**src/rtl/dxt_block_decoder_macros.svh**
```systemverilog
// ----------------------------------------------------------------------------
// dxt_block_decoder_macros.svh
// Assertion macros used by the block decoder back end
// ----------------------------------------------------------------------------
`ifndef DXT_BLOCK_DECODER_MACROS_SVH
`define DXT_BLOCK_DECODER_MACROS_SVH

// same-cycle implication, off during reset
`define DXTBD_ASSERT_IMPLY(label, clk, rstn, ante, cons) \
    label: assert property (@(posedge clk) disable iff (!(rstn)) (ante) |-> (cons)) \
        else $error("dxt block decoder: same-cycle check failed");

// next-cycle implication, off during reset
`define DXTBD_ASSERT_NEXT(label, clk, rstn, ante, cons) \
    label: assert property (@(posedge clk) disable iff (!(rstn)) (ante) |=> (cons)) \
        else $error("dxt block decoder: next-cycle check failed");

`endif

```
**src/rtl/dxtbd_pkg.sv**
```systemverilog
// ----------------------------------------------------------------------------
// dxtbd_pkg
// Shared types and constants of the dxt block decoder
// ----------------------------------------------------------------------------
package dxtbd_pkg;

    // image width and height limit in blocks
    localparam int MAX_IMAGE_BLOCKS = 1024;
    localparam int BLK_CNT_W = ($clog2(MAX_IMAGE_BLOCKS) > 0) ? $clog2(MAX_IMAGE_BLOCKS) : 1;

    // register port
    localparam int SIZE_W     = 11;
    localparam int CFG_IDX_W  = 2;
    localparam int CFG_DATA_W = 11;
    localparam int EFF_W      = ((SIZE_W > BLK_CNT_W) ? SIZE_W : BLK_CNT_W) + 1;

    typedef enum logic [CFG_IDX_W-1:0] {
        CFG_FORMAT_MODE  = 2'd0,
        CFG_IMAGE_WIDTH  = 2'd1,
        CFG_IMAGE_HEIGHT = 2'd2
    } cfg_reg_t;

    // stream payload widths
    localparam int S_TDATA_W = 128;
    localparam int M_TDATA_W = 56;
    localparam int COORD_W   = 12;

    // per-block pixel sequencing
    localparam int PIX_PER_BLK = 16;
    localparam int PIX_CNT_W   = 4;

    // block queue depth, a power of two
    localparam int QUEUE_DEPTH = 2;
    localparam int QPTR_W      = (QUEUE_DEPTH > 1) ? $clog2(QUEUE_DEPTH) : 1;
    localparam int QCNT_W      = $clog2(QUEUE_DEPTH + 1);

    typedef struct packed {
        logic [7:0] r;
        logic [7:0] g;
        logic [7:0] b;
    } rgb_t;

    // one decoded block, palettes built, waiting for pixel output
    typedef struct packed {
        rgb_t [3:0]            color_pal;
        logic [7:0][7:0]       alpha_pal;
        logic [31:0]           color_idx;
        logic [47:0]           alpha_idx;
        logic [BLK_CNT_W-1:0]  blk_col;
        logic [BLK_CNT_W-1:0]  blk_row;
        logic                  last_image;
    } blk_entry_t;

endpackage

```
**src/rtl/dxtbd_front.sv**
```systemverilog
// ----------------------------------------------------------------------------
// dxtbd_front
// Accepts compressed blocks, tracks block position and builds the palettes
// ----------------------------------------------------------------------------
module dxtbd_front
    import dxtbd_pkg::*;
(
    input  logic                   aclk,
    input  logic                   aresetn,
    input  logic                   cfg_we,
    input  logic [CFG_IDX_W-1:0]   cfg_index,
    input  logic [CFG_DATA_W-1:0]  cfg_wdata,
    input  logic                   s_tvalid,
    output logic                   s_tready,
    input  logic [S_TDATA_W-1:0]   s_tdata,
    output logic                   ent_valid,
    input  logic                   ent_ready,
    output blk_entry_t             ent_data
);

    // configuration
    logic              format_mode_reg;
    logic [SIZE_W-1:0] width_blocks_reg;
    logic [SIZE_W-1:0] height_blocks_reg;

    // block position
    logic [BLK_CNT_W-1:0] blk_col_reg, blk_col_next;
    logic [BLK_CNT_W-1:0] blk_row_reg, blk_row_next;
    logic [EFF_W-1:0]     eff_w, eff_h;
    logic                 col_wrap, row_wrap;

    // captured block
    logic                 stg_valid_reg, stg_valid_next;
    logic                 stg_mode_reg;
    logic [15:0]          stg_w0_reg, stg_w1_reg;
    logic [31:0]          stg_cidx_reg;
    logic [7:0]           stg_a0_reg, stg_a1_reg;
    logic [47:0]          stg_aidx_reg;
    logic [BLK_CNT_W-1:0] stg_col_reg, stg_row_reg;
    logic                 stg_last_reg;

    logic s_accept;

    function automatic logic [EFF_W-1:0] eff_size(input logic [SIZE_W-1:0] v);
        logic [EFF_W-1:0] ve;
        ve = EFF_W'(v);
        if (v == '0) begin
            return EFF_W'(1);
        end else if (ve > EFF_W'(MAX_IMAGE_BLOCKS)) begin
            return EFF_W'(MAX_IMAGE_BLOCKS);
        end
        return ve;
    endfunction

    function automatic rgb_t expand565(input logic [15:0] w);
        rgb_t c;
        c.r = {w[4:0], 3'b000};
        c.g = {w[10:5], 2'b00};
        c.b = {w[15:11], 3'b000};
        return c;
    endfunction

    // divide by 3 through reciprocal 683/2048, exact below 1024
    function automatic logic [7:0] div3(input logic [8:0] v);
        logic [19:0] p;
        p = 20'(v) * 20'd683;
        return p[18:11];
    endfunction

    // divide by 7 through reciprocal 2341/16384, exact up to 7*255
    function automatic logic [7:0] div7(input logic [10:0] v);
        logic [22:0] p;
        p = 23'(v) * 23'd2341;
        return p[21:14];
    endfunction

    // divide by 5 through reciprocal 3277/16384, exact up to 5*255
    function automatic logic [7:0] div5(input logic [10:0] v);
        logic [22:0] p;
        p = 23'(v) * 23'd3277;
        return p[21:14];
    endfunction

    function automatic logic [7:0] third_mix(input logic [7:0] a, input logic [7:0] b);
        return div3({a, 1'b0}) + div3({1'b0, b});
    endfunction

    function automatic logic [7:0] half_mix(input logic [7:0] a, input logic [7:0] b);
        return {1'b0, a[7:1]} + {1'b0, b[7:1]};
    endfunction

    function automatic logic [10:0] wsum(input logic [2:0] wa, input logic [7:0] a,
                                         input logic [2:0] wb, input logic [7:0] b);
        return (11'(wa) * 11'(a)) + (11'(wb) * 11'(b));
    endfunction

    // register writes
    always_ff @(posedge aclk) begin
        if (!aresetn) begin
            format_mode_reg   <= 1'b0;
            width_blocks_reg  <= SIZE_W'(1);
            height_blocks_reg <= SIZE_W'(1);
        end else if (cfg_we) begin
            unique case (cfg_reg_t'(cfg_index))
                CFG_FORMAT_MODE:  format_mode_reg   <= cfg_wdata[0];
                CFG_IMAGE_WIDTH:  width_blocks_reg  <= cfg_wdata[SIZE_W-1:0];
                CFG_IMAGE_HEIGHT: height_blocks_reg <= cfg_wdata[SIZE_W-1:0];
                default: ;
            endcase
        end
    end

    // block position wrap
    assign eff_w    = eff_size(width_blocks_reg);
    assign eff_h    = eff_size(height_blocks_reg);
    assign col_wrap = (EFF_W'(blk_col_reg) + EFF_W'(1)) >= eff_w;
    assign row_wrap = (EFF_W'(blk_row_reg) + EFF_W'(1)) >= eff_h;

    assign s_tready = !stg_valid_reg || ent_ready;
    assign s_accept = s_tvalid && s_tready;

    always_comb begin
        blk_col_next = blk_col_reg;
        blk_row_next = blk_row_reg;
        if (s_accept) begin
            if (col_wrap) begin
                blk_col_next = '0;
                blk_row_next = row_wrap ? '0 : blk_row_reg + 1'b1;
            end else begin
                blk_col_next = blk_col_reg + 1'b1;
            end
        end
    end

    always_comb begin
        stg_valid_next = stg_valid_reg;
        if (s_accept) begin
            stg_valid_next = 1'b1;
        end else if (ent_ready) begin
            stg_valid_next = 1'b0;
        end
    end

    always_ff @(posedge aclk) begin
        if (!aresetn) begin
            blk_col_reg   <= '0;
            blk_row_reg   <= '0;
            stg_valid_reg <= 1'b0;
        end else begin
            blk_col_reg   <= blk_col_next;
            blk_row_reg   <= blk_row_next;
            stg_valid_reg <= stg_valid_next;
        end
    end

    // capture stage payload
    always_ff @(posedge aclk) begin
        if (s_accept) begin
            stg_mode_reg <= format_mode_reg;
            stg_w0_reg   <= s_tdata[15:0];
            stg_w1_reg   <= s_tdata[31:16];
            stg_cidx_reg <= s_tdata[63:32];
            stg_a0_reg   <= s_tdata[71:64];
            stg_a1_reg   <= s_tdata[79:72];
            stg_aidx_reg <= s_tdata[127:80];
            stg_col_reg  <= blk_col_reg;
            stg_row_reg  <= blk_row_reg;
            stg_last_reg <= col_wrap && row_wrap;
        end
    end

    // palette build
    always_comb begin
        rgb_t c0, c1;
        c0 = expand565(stg_w0_reg);
        c1 = expand565(stg_w1_reg);

        ent_data.color_pal[0] = c0;
        ent_data.color_pal[1] = c1;
        if (stg_w0_reg > stg_w1_reg) begin
            ent_data.color_pal[2].r = third_mix(c0.r, c1.r);
            ent_data.color_pal[2].g = third_mix(c0.g, c1.g);
            ent_data.color_pal[2].b = third_mix(c0.b, c1.b);
            ent_data.color_pal[3].r = third_mix(c1.r, c0.r);
            ent_data.color_pal[3].g = third_mix(c1.g, c0.g);
            ent_data.color_pal[3].b = third_mix(c1.b, c0.b);
        end else begin
            ent_data.color_pal[2].r = half_mix(c0.r, c1.r);
            ent_data.color_pal[2].g = half_mix(c0.g, c1.g);
            ent_data.color_pal[2].b = half_mix(c0.b, c1.b);
            ent_data.color_pal[3]   = '0;
        end

        // alpha levels, fixed opaque in color-only mode
        ent_data.alpha_pal[0] = stg_a0_reg;
        ent_data.alpha_pal[1] = stg_a1_reg;
        if (stg_a0_reg > stg_a1_reg) begin
            for (int k = 2; k < 8; k++) begin
                ent_data.alpha_pal[k] = div7(wsum(3'(8 - k), stg_a0_reg,
                                                  3'(k - 1), stg_a1_reg));
            end
        end else begin
            for (int k = 2; k < 6; k++) begin
                ent_data.alpha_pal[k] = div5(wsum(3'(6 - k), stg_a0_reg,
                                                  3'(k - 1), stg_a1_reg));
            end
            ent_data.alpha_pal[6] = 8'd0;
            ent_data.alpha_pal[7] = 8'd255;
        end
        if (!stg_mode_reg) begin
            ent_data.alpha_pal = {8{8'd255}};
        end

        ent_data.color_idx  = stg_cidx_reg;
        ent_data.alpha_idx  = stg_aidx_reg;
        ent_data.blk_col    = stg_col_reg;
        ent_data.blk_row    = stg_row_reg;
        ent_data.last_image = stg_last_reg;
    end

    assign ent_valid = stg_valid_reg;

endmodule

```
**src/rtl/dxtbd_queue.sv**
```systemverilog
// ----------------------------------------------------------------------------
// dxtbd_queue
// Short block queue between the palette front and the pixel back end
// ----------------------------------------------------------------------------
module dxtbd_queue
    import dxtbd_pkg::*;
(
    input  logic       aclk,
    input  logic       aresetn,
    input  logic       in_valid,
    output logic       in_ready,
    input  blk_entry_t in_data,
    output logic       out_valid,
    input  logic       out_pop,
    output blk_entry_t out_data
);

    blk_entry_t           slot_reg [QUEUE_DEPTH];
    logic [QPTR_W-1:0]    wr_ptr_reg, wr_ptr_next;
    logic [QPTR_W-1:0]    rd_ptr_reg, rd_ptr_next;
    logic [QCNT_W-1:0]    count_reg, count_next;
    logic                 push, pop;

    assign in_ready  = count_reg != QCNT_W'(QUEUE_DEPTH);
    assign out_valid = count_reg != '0;
    assign out_data  = slot_reg[rd_ptr_reg];

    assign push = in_valid && in_ready;
    assign pop  = out_pop && out_valid;

    // pointers wrap naturally at a power-of-two depth
    always_comb begin
        wr_ptr_next = push ? wr_ptr_reg + 1'b1 : wr_ptr_reg;
        rd_ptr_next = pop ? rd_ptr_reg + 1'b1 : rd_ptr_reg;
        count_next  = count_reg;
        if (push && !pop) begin
            count_next = count_reg + 1'b1;
        end else if (pop && !push) begin
            count_next = count_reg - 1'b1;
        end
    end

    always_ff @(posedge aclk) begin
        if (!aresetn) begin
            wr_ptr_reg <= '0;
            rd_ptr_reg <= '0;
            count_reg  <= '0;
        end else begin
            wr_ptr_reg <= wr_ptr_next;
            rd_ptr_reg <= rd_ptr_next;
            count_reg  <= count_next;
        end
    end

    // slot write
    always_ff @(posedge aclk) begin
        if (push) begin
            slot_reg[wr_ptr_reg] <= in_data;
        end
    end

endmodule

```
**src/rtl/dxtbd_back.sv**
```systemverilog
// ----------------------------------------------------------------------------
// dxtbd_back
// Walks the sixteen pixels of the head block into the output register
// ----------------------------------------------------------------------------
`include "dxt_block_decoder_macros.svh"

module dxtbd_back
    import dxtbd_pkg::*;
(
    input  logic                 aclk,
    input  logic                 aresetn,
    input  logic                 q_valid,
    output logic                 q_pop,
    input  blk_entry_t           q_data,
    output logic                 m_tvalid,
    input  logic                 m_tready,
    output logic [M_TDATA_W-1:0] m_tdata,
    output logic                 m_tlast,
    output logic                 m_tuser
);

    localparam logic [PIX_CNT_W-1:0] LAST_PIX = PIX_CNT_W'(PIX_PER_BLK - 1);

    logic [PIX_CNT_W-1:0] pix_cnt_reg, pix_cnt_next;
    logic                 out_valid_reg, out_valid_next;
    logic [M_TDATA_W-1:0] out_data_reg;
    logic                 out_last_reg, out_image_reg;

    logic                 pix_load;
    logic [1:0]           cidx;
    logic [2:0]           aidx;
    rgb_t                 pix_rgb;
    logic [7:0]           pix_alpha;
    logic [COORD_W-1:0]   pix_col, pix_row;

    assign pix_load = q_valid && (!out_valid_reg || m_tready);
    assign q_pop    = pix_load && (pix_cnt_reg == LAST_PIX);

    // palette lookup for the current pixel
    assign cidx      = q_data.color_idx[{pix_cnt_reg, 1'b0} +: 2];
    assign aidx      = q_data.alpha_idx[6'(pix_cnt_reg) * 6'd3 +: 3];
    assign pix_rgb   = q_data.color_pal[cidx];
    assign pix_alpha = q_data.alpha_pal[aidx];
    assign pix_col   = COORD_W'({q_data.blk_col, pix_cnt_reg[1:0]});
    assign pix_row   = COORD_W'({q_data.blk_row, pix_cnt_reg[3:2]});

    always_comb begin
        pix_cnt_next   = pix_load ? pix_cnt_reg + 1'b1 : pix_cnt_reg;
        out_valid_next = out_valid_reg;
        if (pix_load) begin
            out_valid_next = 1'b1;
        end else if (m_tready) begin
            out_valid_next = 1'b0;
        end
    end

    always_ff @(posedge aclk) begin
        if (!aresetn) begin
            pix_cnt_reg   <= '0;
            out_valid_reg <= 1'b0;
        end else begin
            pix_cnt_reg   <= pix_cnt_next;
            out_valid_reg <= out_valid_next;
        end
    end

    // output register payload
    always_ff @(posedge aclk) begin
        if (pix_load) begin
            out_data_reg  <= {pix_row, pix_col, pix_alpha, pix_rgb.b, pix_rgb.g, pix_rgb.r};
            out_last_reg  <= pix_cnt_reg == LAST_PIX;
            out_image_reg <= (pix_cnt_reg == LAST_PIX) && q_data.last_image;
        end
    end

    assign m_tvalid = out_valid_reg;
    assign m_tdata  = out_data_reg;
    assign m_tlast  = out_last_reg;
    assign m_tuser  = out_image_reg;

    // checks
    `DXTBD_ASSERT_IMPLY(a_image_end_on_block_end, aclk, aresetn, m_tvalid && m_tuser, m_tlast)
    `DXTBD_ASSERT_IMPLY(a_mid_block_has_head, aclk, aresetn, pix_cnt_reg != '0, q_valid)
    `DXTBD_ASSERT_IMPLY(a_pop_on_last_pixel, aclk, aresetn, q_pop, pix_cnt_reg == LAST_PIX)
    `DXTBD_ASSERT_NEXT(a_load_shows_pixel, aclk, aresetn, pix_load, m_tvalid)

endmodule

```
**src/rtl/dxt_block_decoder.sv**
```systemverilog
// ----------------------------------------------------------------------------
// dxt_block_decoder
// BC1/BC3 style 4x4 block decoder with raster pixel output
// ----------------------------------------------------------------------------
// One compressed block is taken per input transaction and turns into sixteen
// pixel transactions in raster order, tlast on the sixteenth and tuser on the
// final pixel of the image. The pixel sequencer in the back end puts out one
// pixel per cycle while a block is queued and m_tready is high, so blocks may
// stream with no gaps. A new block is taken on the cycle after the previous
// one while the palette stage or the two-entry block queue has room, and passes
// the palette stage register and a queue slot before its first pixel enters
// the output register. The user must write registers through cfg_we, cfg_index
// and cfg_wdata only while no block is in flight; nothing enforces this.
// ----------------------------------------------------------------------------
module dxt_block_decoder
    import dxtbd_pkg::*;
(
    input  logic                  aclk,
    input  logic                  aresetn,
    // register write port
    input  logic                  cfg_we,
    input  logic [CFG_IDX_W-1:0]  cfg_index,
    input  logic [CFG_DATA_W-1:0] cfg_wdata,
    // compressed block input
    input  logic                  s_tvalid,
    output logic                  s_tready,
    // color_endpoint_first, color_endpoint_second, color_index_bits,
    // alpha_endpoint_first, alpha_endpoint_second, alpha_index_bits
    input  logic [S_TDATA_W-1:0]  s_tdata,
    // pixel output
    output logic                  m_tvalid,
    input  logic                  m_tready,
    // red_level, green_level, blue_level, alpha_level, pixel_column, pixel_row
    output logic [M_TDATA_W-1:0]  m_tdata,
    output logic                  m_tlast,
    // last_of_image
    output logic                  m_tuser
);

    logic       ent_valid, ent_ready;
    blk_entry_t ent_data;
    logic       q_valid, q_pop;
    blk_entry_t q_data;

    // block intake and palette build
    dxtbd_front u_front (
        .aclk      (aclk),
        .aresetn   (aresetn),
        .cfg_we    (cfg_we),
        .cfg_index (cfg_index),
        .cfg_wdata (cfg_wdata),
        .s_tvalid  (s_tvalid),
        .s_tready  (s_tready),
        .s_tdata   (s_tdata),
        .ent_valid (ent_valid),
        .ent_ready (ent_ready),
        .ent_data  (ent_data)
    );

    // decoupling queue
    dxtbd_queue u_queue (
        .aclk      (aclk),
        .aresetn   (aresetn),
        .in_valid  (ent_valid),
        .in_ready  (ent_ready),
        .in_data   (ent_data),
        .out_valid (q_valid),
        .out_pop   (q_pop),
        .out_data  (q_data)
    );

    // pixel sequencer
    dxtbd_back u_back (
        .aclk     (aclk),
        .aresetn  (aresetn),
        .q_valid  (q_valid),
        .q_pop    (q_pop),
        .q_data   (q_data),
        .m_tvalid (m_tvalid),
        .m_tready (m_tready),
        .m_tdata  (m_tdata),
        .m_tlast  (m_tlast),
        .m_tuser  (m_tuser)
    );

endmodule
```
**config.mk**
```make
export PLATFORM = sky130hd
export DESIGN_NAME = dxt_block_decoder
export DESIGN_NICKNAME = d
export VERILOG_FILES = /design/src/rtl/dxtbd_pkg.sv /design/src/rtl/dxtbd_front.sv /design/src/rtl/dxtbd_queue.sv /design/src/rtl/dxtbd_back.sv /design/src/rtl/dxt_block_decoder.sv
export VERILOG_INCLUDE_DIRS = /design/src /design/src/rtl
export SDC_FILE = /design/constraint.sdc
export NUM_CORES = 2
export LEC_CHECK = 0
export BUFFER_PORTS_ARGS = -buffer_cell sky130_fd_sc_hd__buf_2
export CORE_ASPECT_RATIO = 1.2
export CORE_MARGIN = 2
export CORE_UTILIZATION = 29
export CTS_CLUSTER_DIAMETER = 30
export CTS_CLUSTER_SIZE = 30
export DETAILED_ROUTE_END_ITERATION = 8
export SYNTH_ARGS = -nofsm -noshare
export SYNTH_HDL_FRONTEND = slang
export SYNTH_SLANG_ARGS = --single-unit
```
**constraint.sdc**
```tcl
create_clock -name aclk -period 10.72 [get_ports aclk]
set_clock_uncertainty 0.05 [all_clocks]
set_input_delay 2.144 -clock aclk [delete_from_list [all_inputs] [get_ports aclk]]
set_output_delay 2.144 -clock aclk [all_outputs]
set_load 0.01 [all_outputs]
```
==> reports/summary.md <==
* result of the run: complete, no violations
* simple-gate share of the synthesized area: 0.0624
* family of cells with the greatest summed delay on the critical path: adder cells
* Worst Setup Slack, final: 1780 ps
* Max Fanout on Critical Path: 11
* dominant combinational cell family by area after synthesis: adder cells
* Starting Density: 0.292
* transition time of the tightest slew-check pin: 1140 ps
* final global-route overflow total: 0
* Post-synth EDFFs: 698
* Worst EP arrival: 9450 ps
* synthesis-to-finish area growth: 19.2%
* TritonCTS sink count: 752
* post-synthesis cell count: 4396
* maximum clock insertion buffer count: 3
* final design utilization: 0.348
* area of the multi-input gates: 30200 sq um
* standard-cell row count: 174
* post-CTS clock slew at the launch and capture registers of the worst setup and hold paths: 50 ps
* wire per inst: 17.6 um
* kind of critical path: register to register
* number of warnings reported in the yosys synthesis log: 0
* post-cts resize count: 0
* parity-gate share of the synthesized area counting xor and xnor cells: 0.0399
* maximum number of pins on one net before global-route repair: 141
* number of flip-flops in the largest register: 490
* vias in the first global route: 36500
* Mapped Area: 54800 sq um
* Via-to-Cell Ratio: 4.67
* synthesized area divided by synthesized cell count: 12.5 sq um
* width of the die: 401 um
* crit path max-delay cell type: sky130_fd_sc_hd__o41ai_1
* full die area: 193000 sq um
* total buffers and inverters traversed by the critical path: 3
* Net Count, Synth: 5761
* stage delay of the slowest cell on the critical path: 830 ps
* max capacitance violation total: 0
* CTS tree: built
* fraction of the mapped netlist area in compound gates: 0.0719
* post-route clock period utilization: 0.834
* Most Frequent Cell on Critical Path: sky130_fd_sc_hd__fa_1
* number of buffers added to fix hold violations after cts: 0
* synthesis-stage register bit count: 752
* layout cells sized above 1: 0.139
* number of filler instances in the final layout: 18200
* CTS H-tree depth: 4
* aggregate negative setup slack: 0 ps
* first-pass GRT wire length: 203 mm
* share of flip-flops with an asynchronous set or reset: 0
* post-CTS repair timing setup buffer count: 0
* time the final worst path needs with I/O delays and setup: 8940 ps
* buffers added on ports: 205
* count of unique library cells instantiated by Yosys: 76
* CP required: 11220 ps
* element type at the critical path end: register
* antenna violations before repair: 8
* final-report max-slew violation count: 0
* placed insts: 7036
* area of all sequential standard cells: 22000 sq um
* Core Box Area: 188000 sq um
* cell depth of the worst min-delay path: 0
* fmax: 112 MHz
* root buffer selected by CTS: sky130_fd_sc_hd__clkbuf_16
* reg-to-reg startpoint: u_front.stg_a0_reg[2]$_DFFE_PP_
* via total after detailed routing: 34400
* wirelength, routed: 130 mm
* Final Hold Violating Endpoints: 0
* worst r2r path cells: 26
* post-placement worst setup slack: 1720 ps
* Final Non-Filler Cells: 7371
* Clk Latency, worst-skew pair: 800 ps
* number of endpoints failing setup at the final stage: 0
* multiplexer area fraction after synthesis: 0.0600
* length of the first detailed-routing pass in iterations: 5
* sequential-to-total area share from yosys stat: 0.402
* Register-to-Register Setup Slack: 1780 ps
* Total Routing Usage GR: 0.135
* Detail Route Antenna Nets: 0
* Die H: 480 um
* Hold Startpoint: u_front.stg_aidx_reg[17]$_DFFE_PP_
* dominant register cell in the synthesized netlist: sky130_fd_sc_hd__edfxtp_1
* nature of the critical path startpoint: register
* post-detailed-placement half-perimeter wirelength: 98.7 mm
* FF-to-FF End: u_queue.slot_reg[0][132]$_DFFE_PP_
* Iteration-0 DRC Markers: 1665
* DRC violation count after routing: 0
* Worst Hold Path EP: u_queue.slot_reg[0][38]$_DFFE_PP_
* commonest non-fill, non-tap cells in the layout: 940 x sky130_fd_sc_hd__ha_1, 698 x sky130_fd_sc_hd__edfxtp_1, 597 x sky130_fd_sc_hd__inv_1
* RSZ-0062 raised after global routing: no
* number of buffers inserted during clock tree synthesis: 177
* worst max-slew margin expressed relative to the limit: 0.232
* most common cell after layout, fill and taps aside: sky130_fd_sc_hd__ha_1
* Routability Congestion: 0.858
* number of nets in the layout: 6116
* post-synthesis share of cell area spent on full adders, half adders and majority gates: 0.316
* Ports: 206
* class of the tightest hold or removal check: register to register
metrics by stage:
| stage | area (sq um) | hold WS (ps) |
|---|---|---|
| 6_report | 65400 | 354 |
| 5_1_grt | 65400 | 371 |
| 4_1_cts | 65400 | 352 |
| 3_5_place_dp | 59000 | 381 |
| 3_3_place_gp | 59000 | 372 |
| 2_1_floorplan | 54800 | 356 |
cell usage after synthesis (9+ instances only):
cell                         n  area share
sky130_fd_sc_hd__mux2i_1    99       0.018
sky130_fd_sc_hd__o21bai_1   37      0.0051
sky130_fd_sc_hd__dfxtp_1    54       0.020
sky130_fd_sc_hd__nand4_1    21      0.0024
sky130_fd_sc_hd__nand3b_1   11      0.0015
sky130_fd_sc_hd__or3_1      14      0.0016
sky130_fd_sc_hd__o21a_1     37      0.0051
sky130_fd_sc_hd__a21o_1     63      0.0086
sky130_fd_sc_hd__o31ai_1    11      0.0015
sky130_fd_sc_hd__fa_1      279        0.10
sky130_fd_sc_hd__edfxtp_1  698        0.38
sky130_fd_sc_hd__xnor2_1   155       0.025
sky130_fd_sc_hd__ha_1      940        0.21
sky130_fd_sc_hd__and2_1     30      0.0034
sky130_fd_sc_hd__a22o_1     32      0.0051
sky130_fd_sc_hd__nand2b_1   25      0.0029
sky130_fd_sc_hd__a22oi_1    19      0.0026
sky130_fd_sc_hd__nand2_1   156       0.011
sky130_fd_sc_hd__inv_1     598       0.041
sky130_fd_sc_hd__o21ai_0   109       0.010
sky130_fd_sc_hd__buf_2       9     0.00082
sky130_fd_sc_hd__a21boi_0   16      0.0022
sky130_fd_sc_hd__mux2_2     23      0.0047
sky130_fd_sc_hd__nand3_1    47      0.0043
sky130_fd_sc_hd__nor3_1     55      0.0050
sky130_fd_sc_hd__a211oi_1   16      0.0022
sky130_fd_sc_hd__buf_1      10     0.00068
sky130_fd_sc_hd__a21oi_1   151       0.014
sky130_fd_sc_hd__mux4_2     90       0.037
sky130_fd_sc_hd__xor2_1     92       0.015
sky130_fd_sc_hd__o211ai_1   19      0.0026
sky130_fd_sc_hd__nor2b_1    74      0.0084
sky130_fd_sc_hd__clkbuf_1   35      0.0024
sky130_fd_sc_hd__nor2_1    196       0.013
sky130_fd_sc_hd__and3_1     33      0.0038
sky130_fd_sc_hd__a31oi_1    16      0.0018
final cells by class:
type | instances | area share
Multi-Input combinational cell | 2976 | 0.463
Sequential cell | 752 | 0.337
Clock buffer | 197 | 0.0689
Tap cell | 2464 | 0.0472
Inverter | 601 | 0.0346
Clock inverter | 136 | 0.0289
Timing Repair Buffer | 243 | 0.0203
Antenna cell | 2 | 0.0000766
metal layers:
metal	GRT usage	up-vias	share of wire
li1	-	16600	-
met1	0.168	17000	0.44
met2	0.235	654	0.49
met3	0.0211	186	0.043
met4	0.0491	4	0.029
met5	0	-	0.00027
how the worst max path moves through the flow:
stage,start,endpoint,slack (ps),cells past startpoint
2_1_floorplan,u_front.stg_a0_reg[0]$_DFFE_PP_,u_queue.slot_reg[0][132]$_DFFE_PP_,2670,28
3_3_place_gp,u_front.stg_a0_reg[2]$_DFFE_PP_,u_queue.slot_reg[0][132]$_DFFE_PP_,2010,26
3_5_place_dp,u_front.stg_a0_reg[2]$_DFFE_PP_,u_queue.slot_reg[0][132]$_DFFE_PP_,1720,27
4_1_cts,u_front.stg_a0_reg[2]$_DFFE_PP_,u_queue.slot_reg[0][132]$_DFFE_PP_,1710,27
5_1_grt,u_front.stg_a0_reg[2]$_DFFE_PP_,u_queue.slot_reg[0][132]$_DFFE_PP_,980,26
6_report,u_front.stg_a0_reg[2]$_DFFE_PP_,u_queue.slot_reg[0][132]$_DFFE_PP_,1780,26
cells by family (layout without fill, tap and decap cells):
group / after synthesis / count (layout)
compound gates: 596 / 596
xor+xnor: 248 / 248
fa+ha+maj: 1219 / 1219
buf+inv: 668 / 1177
flops: 752 / 752
mux: 213 / 213
other cells: 0 / 2
simple gates: 700 / 700
Power is left out: the tool's default activity adds up to more than one toggle a clock period on the data nets, which glitch-free logic cannot reach.
